`src/rtl/core/shdd_pkg.sv`:
```
// ----------------------------------------------------------------------------
// shdd_pkg: shared types and constants for the staggered heater duty driver
// Command and output type codes, field layout of the input tdata, defaults.
// ----------------------------------------------------------------------------
`default_nettype none

package shdd_pkg;

	// Default build
	localparam int NUM_OUTPUTS_DEF  = 6;
	localparam int DUTY_PERIOD_DEF  = 100;
	localparam int STAGGER_STEP_DEF = 65;

	// Fixed field widths
	localparam int CMD_W    = 3;
	localparam int KIND_W   = 2;
	localparam int DUTY_W   = 7;
	localparam int NUM_KINDS = 3;
	localparam int TYPE_W   = 3;

	// Input tdata layout, lowest bit first
	localparam int KIND_LSB  = 0;
	localparam int DUTY_LSB  = KIND_LSB + KIND_W;
	localparam int ELON_BIT  = DUTY_LSB + DUTY_W;
	localparam int CONV_BIT  = ELON_BIT + 1;
	localparam int COOL_BIT  = CONV_BIT + 1;
	localparam int FAN_BIT   = COOL_BIT + 1;
	localparam int S_TDATA_W = ((FAN_BIT + 1 + 7) / 8) * 8;

	// Configuration register indexes
	localparam int CFG_IDX_W = 1;
	localparam logic [CFG_IDX_W-1:0] REG_OUTPUT_TYPES = 1'b0;
	localparam logic [CFG_IDX_W-1:0] REG_INVERT_MASK  = 1'b1;

	typedef enum logic [CMD_W-1:0] {
		CMD_TICK     = 3'd0,
		CMD_SET_DUTY = 3'd1,
		CMD_SET_OVEN = 3'd2,
		CMD_CONV_FAN = 3'd3,
		CMD_COOL_FAN = 3'd4,
		CMD_RESTART  = 3'd5
	} cmd_t;

	typedef enum logic [TYPE_W-1:0] {
		OT_UNUSED = 3'd0,
		OT_BOTTOM = 3'd1,
		OT_TOP    = 3'd2,
		OT_BOOST  = 3'd3,
		OT_CONV   = 3'd4,
		OT_COOL   = 3'd5
	} otype_t;

	// Codes 6 and 7 behave as unused
	function automatic otype_t decode_type(input logic [TYPE_W-1:0] raw);
		otype_t t;
		case (raw)
			3'd1:    t = OT_BOTTOM;
			3'd2:    t = OT_TOP;
			3'd3:    t = OT_BOOST;
			3'd4:    t = OT_CONV;
			3'd5:    t = OT_COOL;
			default: t = OT_UNUSED;
		endcase
		return t;
	endfunction

	function automatic logic is_heater(input otype_t t);
		return (t == OT_BOTTOM) || (t == OT_TOP) || (t == OT_BOOST);
	endfunction

endpackage

`default_nettype wire

```
`src/rtl/core/staggered_heater_duty_driver.sv`:
```
// ----------------------------------------------------------------------------
// staggered_heater_duty_driver: multichannel slow PWM for oven outputs
// Heater outputs run a time-proportional PWM with staggered phases; fans are
// switched by command; pin levels pass through a per-output inversion mask.
// ----------------------------------------------------------------------------
// Takes one command transaction per clock while not stalled and returns one
// result transaction per command, in order. The accepting edge loads the input
// register. The update stage fires once the result register is free or being
// read; all phase counters, duties and output levels are then updated in
// parallel and the result register is loaded, which raises m_tvalid.
// Throughput is one command per cycle while results are taken. The input
// stalls only while a result is held by m_tready low with a command already
// waiting in the input register.
// Configuration writes are always taken (cfg_ready is tied high) and are
// meant to happen while the block has no command in flight.
`default_nettype none

module staggered_heater_duty_driver
#(
	parameter int NUM_OUTPUTS  = shdd_pkg::NUM_OUTPUTS_DEF,
	parameter int DUTY_PERIOD  = shdd_pkg::DUTY_PERIOD_DEF,
	parameter int STAGGER_STEP = shdd_pkg::STAGGER_STEP_DEF,
	// derived, not meant to be overridden
	parameter int AW           = $clog2(NUM_OUTPUTS + 1),
	parameter int M_TDATA_W    = ((NUM_OUTPUTS + AW + 1 + 7) / 8) * 8
)
(
	input  wire logic                                  clk,
	input  wire logic                                  arst_n,

	// command stream
	input  wire logic                                  s_tvalid,
	output logic                                       s_tready,
	// tdata: element_kind[1:0], duty_value[8:2], elements_on[9],
	//        convection_fan_on[10], cooling_fan_on[11], fan_on[12], zero pad
	input  wire logic [shdd_pkg::S_TDATA_W-1:0]        s_tdata,
	// tuser: command[2:0]
	input  wire logic [shdd_pkg::CMD_W-1:0]            s_tuser,

	// result stream
	output logic                                       m_tvalid,
	input  wire logic                                  m_tready,
	// tdata: pin_levels[N-1:0], active_count[N+AW-1:N], has_heater[N+AW],
	//        zero pad
	output logic [M_TDATA_W-1:0]                       m_tdata,

	// configuration write channel
	input  wire logic                                  cfg_valid,
	output logic                                       cfg_ready,
	input  wire logic [shdd_pkg::CFG_IDX_W-1:0]        cfg_index,
	input  wire logic [3*NUM_OUTPUTS-1:0]              cfg_data
);

	import shdd_pkg::*;

	// Phase counter holds 0 .. DUTY_PERIOD-1
	localparam int CW   = $clog2(DUTY_PERIOD);
	localparam int CMPW = (CW > DUTY_W) ? CW : DUTY_W;

	// ---------------- configuration ----------------
	logic [3*NUM_OUTPUTS-1:0] types_q;
	logic [NUM_OUTPUTS-1:0]   mask_q;

	assign cfg_ready = 1'b1;

	always_ff @(posedge clk or negedge arst_n) begin
		if (!arst_n) begin
			types_q <= '0;
			mask_q  <= '0;
		end else if (cfg_valid) begin
			unique case (cfg_index)
				REG_OUTPUT_TYPES: types_q <= cfg_data;
				REG_INVERT_MASK:  mask_q  <= cfg_data[NUM_OUTPUTS-1:0];
				default:          ;
			endcase
		end
	end

	// ---------------- input register stage ----------------
	logic                vld_s1;
	logic [CMD_W-1:0]    cmd_s1;
	logic [KIND_W-1:0]   kind_s1;
	logic [DUTY_W-1:0]   duty_s1;
	logic                elon_s1;
	logic                conv_s1;
	logic                cool_s1;
	logic                fan_s1;

	logic adv;      // update stage may fire / result register may load
	logic fire;     // update stage consumes the staged command

	logic m_valid_q;
	logic [M_TDATA_W-1:0] m_data_q;

	assign adv      = !m_valid_q || m_tready;
	assign fire     = vld_s1 && adv;
	assign s_tready = !vld_s1 || adv;

	always_ff @(posedge clk or negedge arst_n) begin
		if (!arst_n) begin
			vld_s1 <= 1'b0;
		end else if (s_tvalid && s_tready) begin
			vld_s1 <= 1'b1;
		end else if (adv) begin
			vld_s1 <= 1'b0;
		end
	end

	// payload, no reset
	always_ff @(posedge clk) begin
		if (s_tvalid && s_tready) begin
			cmd_s1  <= s_tuser;
			kind_s1 <= s_tdata[KIND_LSB +: KIND_W];
			duty_s1 <= s_tdata[DUTY_LSB +: DUTY_W];
			elon_s1 <= s_tdata[ELON_BIT];
			conv_s1 <= s_tdata[CONV_BIT];
			cool_s1 <= s_tdata[COOL_BIT];
			fan_s1  <= s_tdata[FAN_BIT];
		end
	end

	// ---------------- state ----------------
	logic [CW-1:0]          ctr_q  [NUM_OUTPUTS];
	logic [DUTY_W-1:0]      duty_q [NUM_KINDS];
	logic [NUM_OUTPUTS-1:0] on_q;

	// Stagger phase of output i: STAGGER_STEP*(i+1) mod DUTY_PERIOD
	logic [CW-1:0] stg_c [NUM_OUTPUTS];

	for (genvar g = 0; g < NUM_OUTPUTS; g++) begin : g_stg
		localparam int STG = (STAGGER_STEP * (g + 1)) % DUTY_PERIOD;
		assign stg_c[g] = CW'(STG);
	end

	// ---------------- update logic ----------------
	otype_t                 typ   [NUM_OUTPUTS];
	logic [NUM_OUTPUTS-1:0] act;
	logic [NUM_OUTPUTS-1:0] htr;
	logic [AW-1:0]          act_cnt;
	logic                   has_htr;

	logic [CW-1:0]          ctr_d  [NUM_OUTPUTS];
	logic [DUTY_W-1:0]      duty_d [NUM_KINDS];
	logic [NUM_OUTPUTS-1:0] on_d;

	// Type decode and the leading run of used outputs
	always_comb begin
		logic run;
		run     = 1'b1;
		act_cnt = '0;
		for (int i = 0; i < NUM_OUTPUTS; i++) begin
			typ[i]  = decode_type(types_q[TYPE_W*i +: TYPE_W]);
			run     = run && (typ[i] != OT_UNUSED);
			act[i]  = run;
			htr[i]  = is_heater(typ[i]);
			act_cnt = act_cnt + AW'(act[i]);
		end
		has_htr = |(act & htr);
	end

	always_comb begin
		logic [TYPE_W-1:0] k3;
		logic [CMPW-1:0]   c_w;
		logic [CMPW-1:0]   d_w;
		logic [CW:0]       nx;
		k3  = '0;
		c_w = '0;
		d_w = '0;
		nx  = '0;
		ctr_d  = ctr_q;
		duty_d = duty_q;
		on_d   = on_q;
		case (cmd_t'(cmd_s1))
			CMD_TICK: begin
				for (int i = 0; i < NUM_OUTPUTS; i++) begin
					if (act[i] && htr[i]) begin
						k3  = TYPE_W'(typ[i]) - TYPE_W'(1);
						c_w = CMPW'(ctr_q[i]);
						d_w = CMPW'(duty_q[k3[1:0]]);
						if (c_w >= d_w) begin
							on_d[i] = 1'b0;
						end else if (c_w == '0 && d_w != '0) begin
							on_d[i] = 1'b1;
						end
						nx = (CW+1)'(ctr_q[i]) + (CW+1)'(1);
						if (nx >= (CW+1)'(DUTY_PERIOD)) begin
							ctr_d[i] = '0;
						end else begin
							ctr_d[i] = nx[CW-1:0];
						end
					end
				end
			end
			CMD_SET_DUTY: begin
				// kind 3 names no heater and is dropped
				if (kind_s1 < KIND_W'(NUM_KINDS)) begin
					duty_d[kind_s1] = duty_s1;
				end
			end
			CMD_SET_OVEN: begin
				if (!elon_s1) begin
					for (int k = 0; k < NUM_KINDS; k++) duty_d[k] = '0;
				end
				for (int i = 0; i < NUM_OUTPUTS; i++) begin
					if (act[i]) begin
						if (typ[i] == OT_CONV) begin
							on_d[i] = conv_s1;
						end else if (typ[i] == OT_COOL) begin
							on_d[i] = cool_s1;
						end else if (!elon_s1) begin
							on_d[i] = 1'b0;
						end
					end
				end
			end
			CMD_CONV_FAN: begin
				for (int i = 0; i < NUM_OUTPUTS; i++) begin
					if (act[i] && typ[i] == OT_CONV) on_d[i] = fan_s1;
				end
			end
			CMD_COOL_FAN: begin
				for (int i = 0; i < NUM_OUTPUTS; i++) begin
					if (act[i] && typ[i] == OT_COOL) on_d[i] = fan_s1;
				end
			end
			CMD_RESTART: begin
				for (int k = 0; k < NUM_KINDS; k++) duty_d[k] = '0;
				// output 0 is always restaged, even when nothing is active
				for (int i = 0; i < NUM_OUTPUTS; i++) begin
					if (i == 0 || act[i]) ctr_d[i] = stg_c[i];
				end
			end
			default: ;
		endcase
	end

	always_ff @(posedge clk or negedge arst_n) begin
		if (!arst_n) begin
			ctr_q  <= stg_c;
			for (int k = 0; k < NUM_KINDS; k++) duty_q[k] <= '0;
			on_q   <= '0;
		end else if (fire) begin
			ctr_q  <= ctr_d;
			duty_q <= duty_d;
			on_q   <= on_d;
		end
	end

	// ---------------- result register ----------------
	always_ff @(posedge clk or negedge arst_n) begin
		if (!arst_n) begin
			m_valid_q <= 1'b0;
		end else if (adv) begin
			m_valid_q <= vld_s1;
		end
	end

	always_ff @(posedge clk) begin
		if (fire) begin
			m_data_q <= M_TDATA_W'({has_htr, act_cnt, on_d ^ mask_q});
		end
	end

	assign m_tvalid = m_valid_q;
	assign m_tdata  = m_data_q;

endmodule

`default_nettype wire

```
`config.mk`:
```
export PLATFORM = sky130hd
export DESIGN_NAME = staggered_heater_duty_driver
export DESIGN_NICKNAME = d
export VERILOG_FILES = /design/src/rtl/core/shdd_pkg.sv /design/src/rtl/core/staggered_heater_duty_driver.sv
export SDC_FILE = /design/constraint.sdc
export NUM_CORES = 1
export LEC_CHECK = 0
export BUFFER_PORTS_ARGS = -buffer_cell sky130_fd_sc_hd__buf_4
export CAP_MARGIN = 20
export CORE_MARGIN = 3
export CORE_UTILIZATION = 64
export CTS_BUF_LIST = sky130_fd_sc_hd__clkbuf_8
export DETAILED_ROUTE_END_ITERATION = 8
export PLACE_DENSITY = 0.84
export SETUP_SLACK_MARGIN = 0.05
export SYNTH_ARGS = -nofsm -noshare
export SYNTH_HDL_FRONTEND = slang
export SYNTH_SLANG_ARGS = --single-unit
```
`constraint.sdc`:
```
create_clock -name clk -period 4.3 [get_ports clk]
set_input_delay 0.43 -clock clk [delete_from_list [all_inputs] [get_ports clk]]
set_output_delay 0.43 -clock clk [all_outputs]
set_load 0.03 [all_outputs]
```
==> flow_summary.ini <==
[status]
outcome = complete, no violations

[synthesis]
cell_count_after_synthesis = 1091
ys_dominant_reg_cell = sky130_fd_sc_hd__dfrtp_1
synth.avg_cell_area_um2 = 8.61
yosys_register_bits = 121
async_flop_share_pct = 78.5
synth_top_cells_by_area = sky130_fd_sc_hd__dfrtp_1, sky130_fd_sc_hd__ha_1, sky130_fd_sc_hd__edfxtp_1, sky130_fd_sc_hd__nand2_1, sky130_fd_sc_hd__dfstp_2
synth.cell_area_um2 = 9390
synth_sequential_area_ratio_pct = 33.9
synth_top_area_share_pct = 19.2
netlist-cell-type-count = 82
synth_enable_flop_cells = 26
synth_area_leader_cell = sky130_fd_sc_hd__dfrtp_1
synth_warnings = 0

[clock_tree]
ctsResizeCount = 0
cts_root_buf = sky130_fd_sc_hd__clkbuf_8
cts_hold_buf = 0
clock_tree.buffer_depth = 2
clock_insertion_delay_worst_skew_ns = 0.46
cts_setup_buffers = 0
numClockSinks = 121
ctsHtreeMaxLevel = 4
tritoncts = built
cts_made_buffers = 17
clkTransAtPathRegs_ns = 0.08

[worst_setup_path]
cp-end-kind = register
timing.critical_path.required_ns = 4.49
worst_setup_path_category = reg2reg
cpMaxStageDelayCell = sky130_fd_sc_hd__a221oi_1
critical_path.cell_chain = nor2b_1, ha_1, nor2_1, a22oi_1, ha_1, a21o_1, a21o_1, a221oi_1, o21a_1, o21ai_0, a21oi_1, xor2_1
critPathMaxStageDelay_ns = 0.48
cp_max_fo = 10
critical_path.startpoint_type = register
cp.arrival_ns = 4.08

[timing]
report.final.setup_viol = 0
report.final.slew_viol_count = 0
worst_slew_pin_slew_ns = 0.891
timing.setup.tns_ns = 0
final.setup.worst_slack_ns = 0.420
max_clock_freq_mhz = 258
timing.max_slew.rel_slack_pct = 40.5
final.period_utilization_pct = 90.2
grt_setup_unrepaired = false
clock_skew_ns = 0.0132
report.final.hold_viol_count = 0
final_period_minus_worst_setup_slack_ns = 3.88

[placement]
io_buffer_count = 51
numPlacedInstances = 1285
place_congestion = 1.04
place_area_um2 = 9920
place.detailed.hpwl_um = 18800
worst_case_setup_slack_after_placement_ns = 0.562

[layout]
layout_common_cells = sky130_fd_sc_hd__nand2_1, sky130_fd_sc_hd__a21oi_1, sky130_fd_sc_hd__buf_4, sky130_fd_sc_hd__dfrtp_1, sky130_fd_sc_hd__ha_1
filler_cell_count = 1097
area_growth_syn_to_layout_pct = 9.32
finalNonFillerCells = 1317
final_layout_size_suffix_gt1_share_pct = 17.3
layout.cell_area.non_filler_um2 = 10300
num_antenna_cells = 0
layout.cells.most_common = sky130_fd_sc_hd__nand2_1
nets = 1240

[power]
comb_power_share_pct = 41.3
cell_internal_pwr_mw = 2.80
power_per_cell_area_nw_per_um2 = 481
max_rail_drop_vdd_v = 0.000365
p_leak_nw = 4.50
power.switching_mw = 2.14
netSwitchingFraction_pct = 43.4
fraction_of_power_consumed_by_sequential_logic_pct = 39.6
pwr-share-clk_pct = 19.0

[global_route]
grt.overflow.total = 0
groute.usage.overall_pct = 32.9
via_count_of_the_first_global_routing_pass = 8361
wire_length_of_the_first_global_routing_pass_um = 42600
antenna_found_initial = 0
maximum_number_of_pins_on_one_net_before_global_route_repair = 55

[die]
cell_rows = 43
die_width_um = 127
core_footprint_um2 = 14100
die_h_um = 127
boundaryPins = 62
fp.dieArea_um2 = 16200
floorplan.initialDensity_pct = 66.6

[route]
drt_pass_1_iters = 6
detailroute.via_count = 8827
finalWirelength_um = 26200
routedWlPerCell_um = 19.9
avg_vias_per_cell = 6.70
drt-initial-drc-count = 1070
postRouteAntennaNets = 0
drc = 0

[min_path]
worstHoldPathType = in2async

[job]
max_cap_violations = 0
[power by group through the flow]
stage | clock network (mW) | registers (mW) | logic, mW
2_1_floorplan | 0 | 1.78 | 1.54
3_3_place_gp | 0 | 1.94 | 1.91
3_5_place_dp | 0 | 1.96 | 1.98
4_1_cts | 0.947 | 1.94 | 2.00
5_1_grt | 0.998 | 2.00 | 2.29
6_report | 0.941 | 1.96 | 2.04
[cell families (layout without fill, tap and decap cells)]
family	after synthesis	count (layout)	synth area share [%]
fa+ha+maj	73	73	9.88
other cells	2	7	0.0799
simple gates	424	424	22.0
buf+inv	107	148	4.67
mux	58	58	6.83
xor+xnor	8	8	0.746
flops	121	121	33.9
compound gates	298	298	21.8
[final cells by class]
class                      count  area [um2]  area share, %
clock inverter                15         116           1.13
sequential                   121        3190           31.0
tap                          180         225           2.19
multi-input combinational    868        5790           56.3
inverter                      40         150           1.46
timing repair buffer          76         571           5.56
clock buffer                  17         234           2.28
[per-stage QoR]
stage / utilization, % / hold slack (ns) / power (mW)
finish: 72.9 / 0.0138 / 4.94
global route: 72.9 / 0.0560 / 5.28
CTS: 72.9 / 0.0198 / 4.89
detailed placement: 70.4 / 0.508 / 3.94
global placement: 70.4 / 0.502 / 3.85
floorplan: - / 0.134 / 3.32
[registers in the layout (all words and copies together) (netlist names)]
signal,cells
ctr_q,42
duty_q,21
types_q,18
m_tdata,10
duty_s1,7
mask_q,6
on_q,6
cmd_s1,3
kind_s1,2
conv_s1,1
cool_s1,1
elon_s1,1
fan_s1,1
m_tvalid,1
vld_s1,1
[cell usage after synthesis (32+ instances only)]
| library cell | instances |
|---|---|
| sky130_fd_sc_hd__inv_1 | 33 |
| sky130_fd_sc_hd__clkbuf_1 | 51 |
| sky130_fd_sc_hd__dfrtp_1 | 72 |
| sky130_fd_sc_hd__mux2_2 | 45 |
| sky130_fd_sc_hd__o21ai_0 | 41 |
| sky130_fd_sc_hd__ha_1 | 71 |
| sky130_fd_sc_hd__a22oi_1 | 32 |
| sky130_fd_sc_hd__nor2_1 | 56 |
| sky130_fd_sc_hd__nand3_1 | 33 |
| sky130_fd_sc_hd__a21oi_1 | 79 |
| sky130_fd_sc_hd__nand2_1 | 169 |
[final timing paths]
path | from | cells past startpoint | endpoint | slack (ns)
setup / recovery | types_q[13]$_DFFE_PN0P_ | 12 | m_tdata[4]$_DFFE_PP_ | 0.42
hold / removal | arst_n | 1 | duty_q[1]$_DFFE_PN0P_ | 0.01
setup reg to reg | types_q[13]$_DFFE_PN0P_ | 12 | m_tdata[4]$_DFFE_PP_ | 0.42
hold reg to reg | ctr_q[21]$_DFFE_PN1P_ | 2 | ctr_q[21]$_DFFE_PN1P_ | 0.53
max in group asynchronous | arst_n | 2 | mask_q[5]$_DFFE_PN0P_ | 3.26
min in group clk | s_tdata[11] | 1 | cool_s1$_DFFE_PP_ | 0.15
[metal layers]
layer	wire length [um]	vias to the layer above	part of all wire (%)	global-route usage (%)
met2	12100	502	46	52.1
li1	-	4054	-	-
met1	10500	4170	40	43.2
met3	2490	101	9.5	7.02
met4	1040	0	4.0	15.3
met5	0	-	0	0
[critical path, delay by kind of cell, from the launching register on]
kind / cells / cell delay [ns]
AO/OA/AOI/OAI: 7 / 1.60
XOR/XNOR: 1 / 0.11
adder cells (fa/ha/maj): 2 / 0.72
AND/OR/NAND/NOR: 2 / 0.71
flip-flops: 1 / 0.45
No activity file was read; power rests on OpenSTA's default activity.
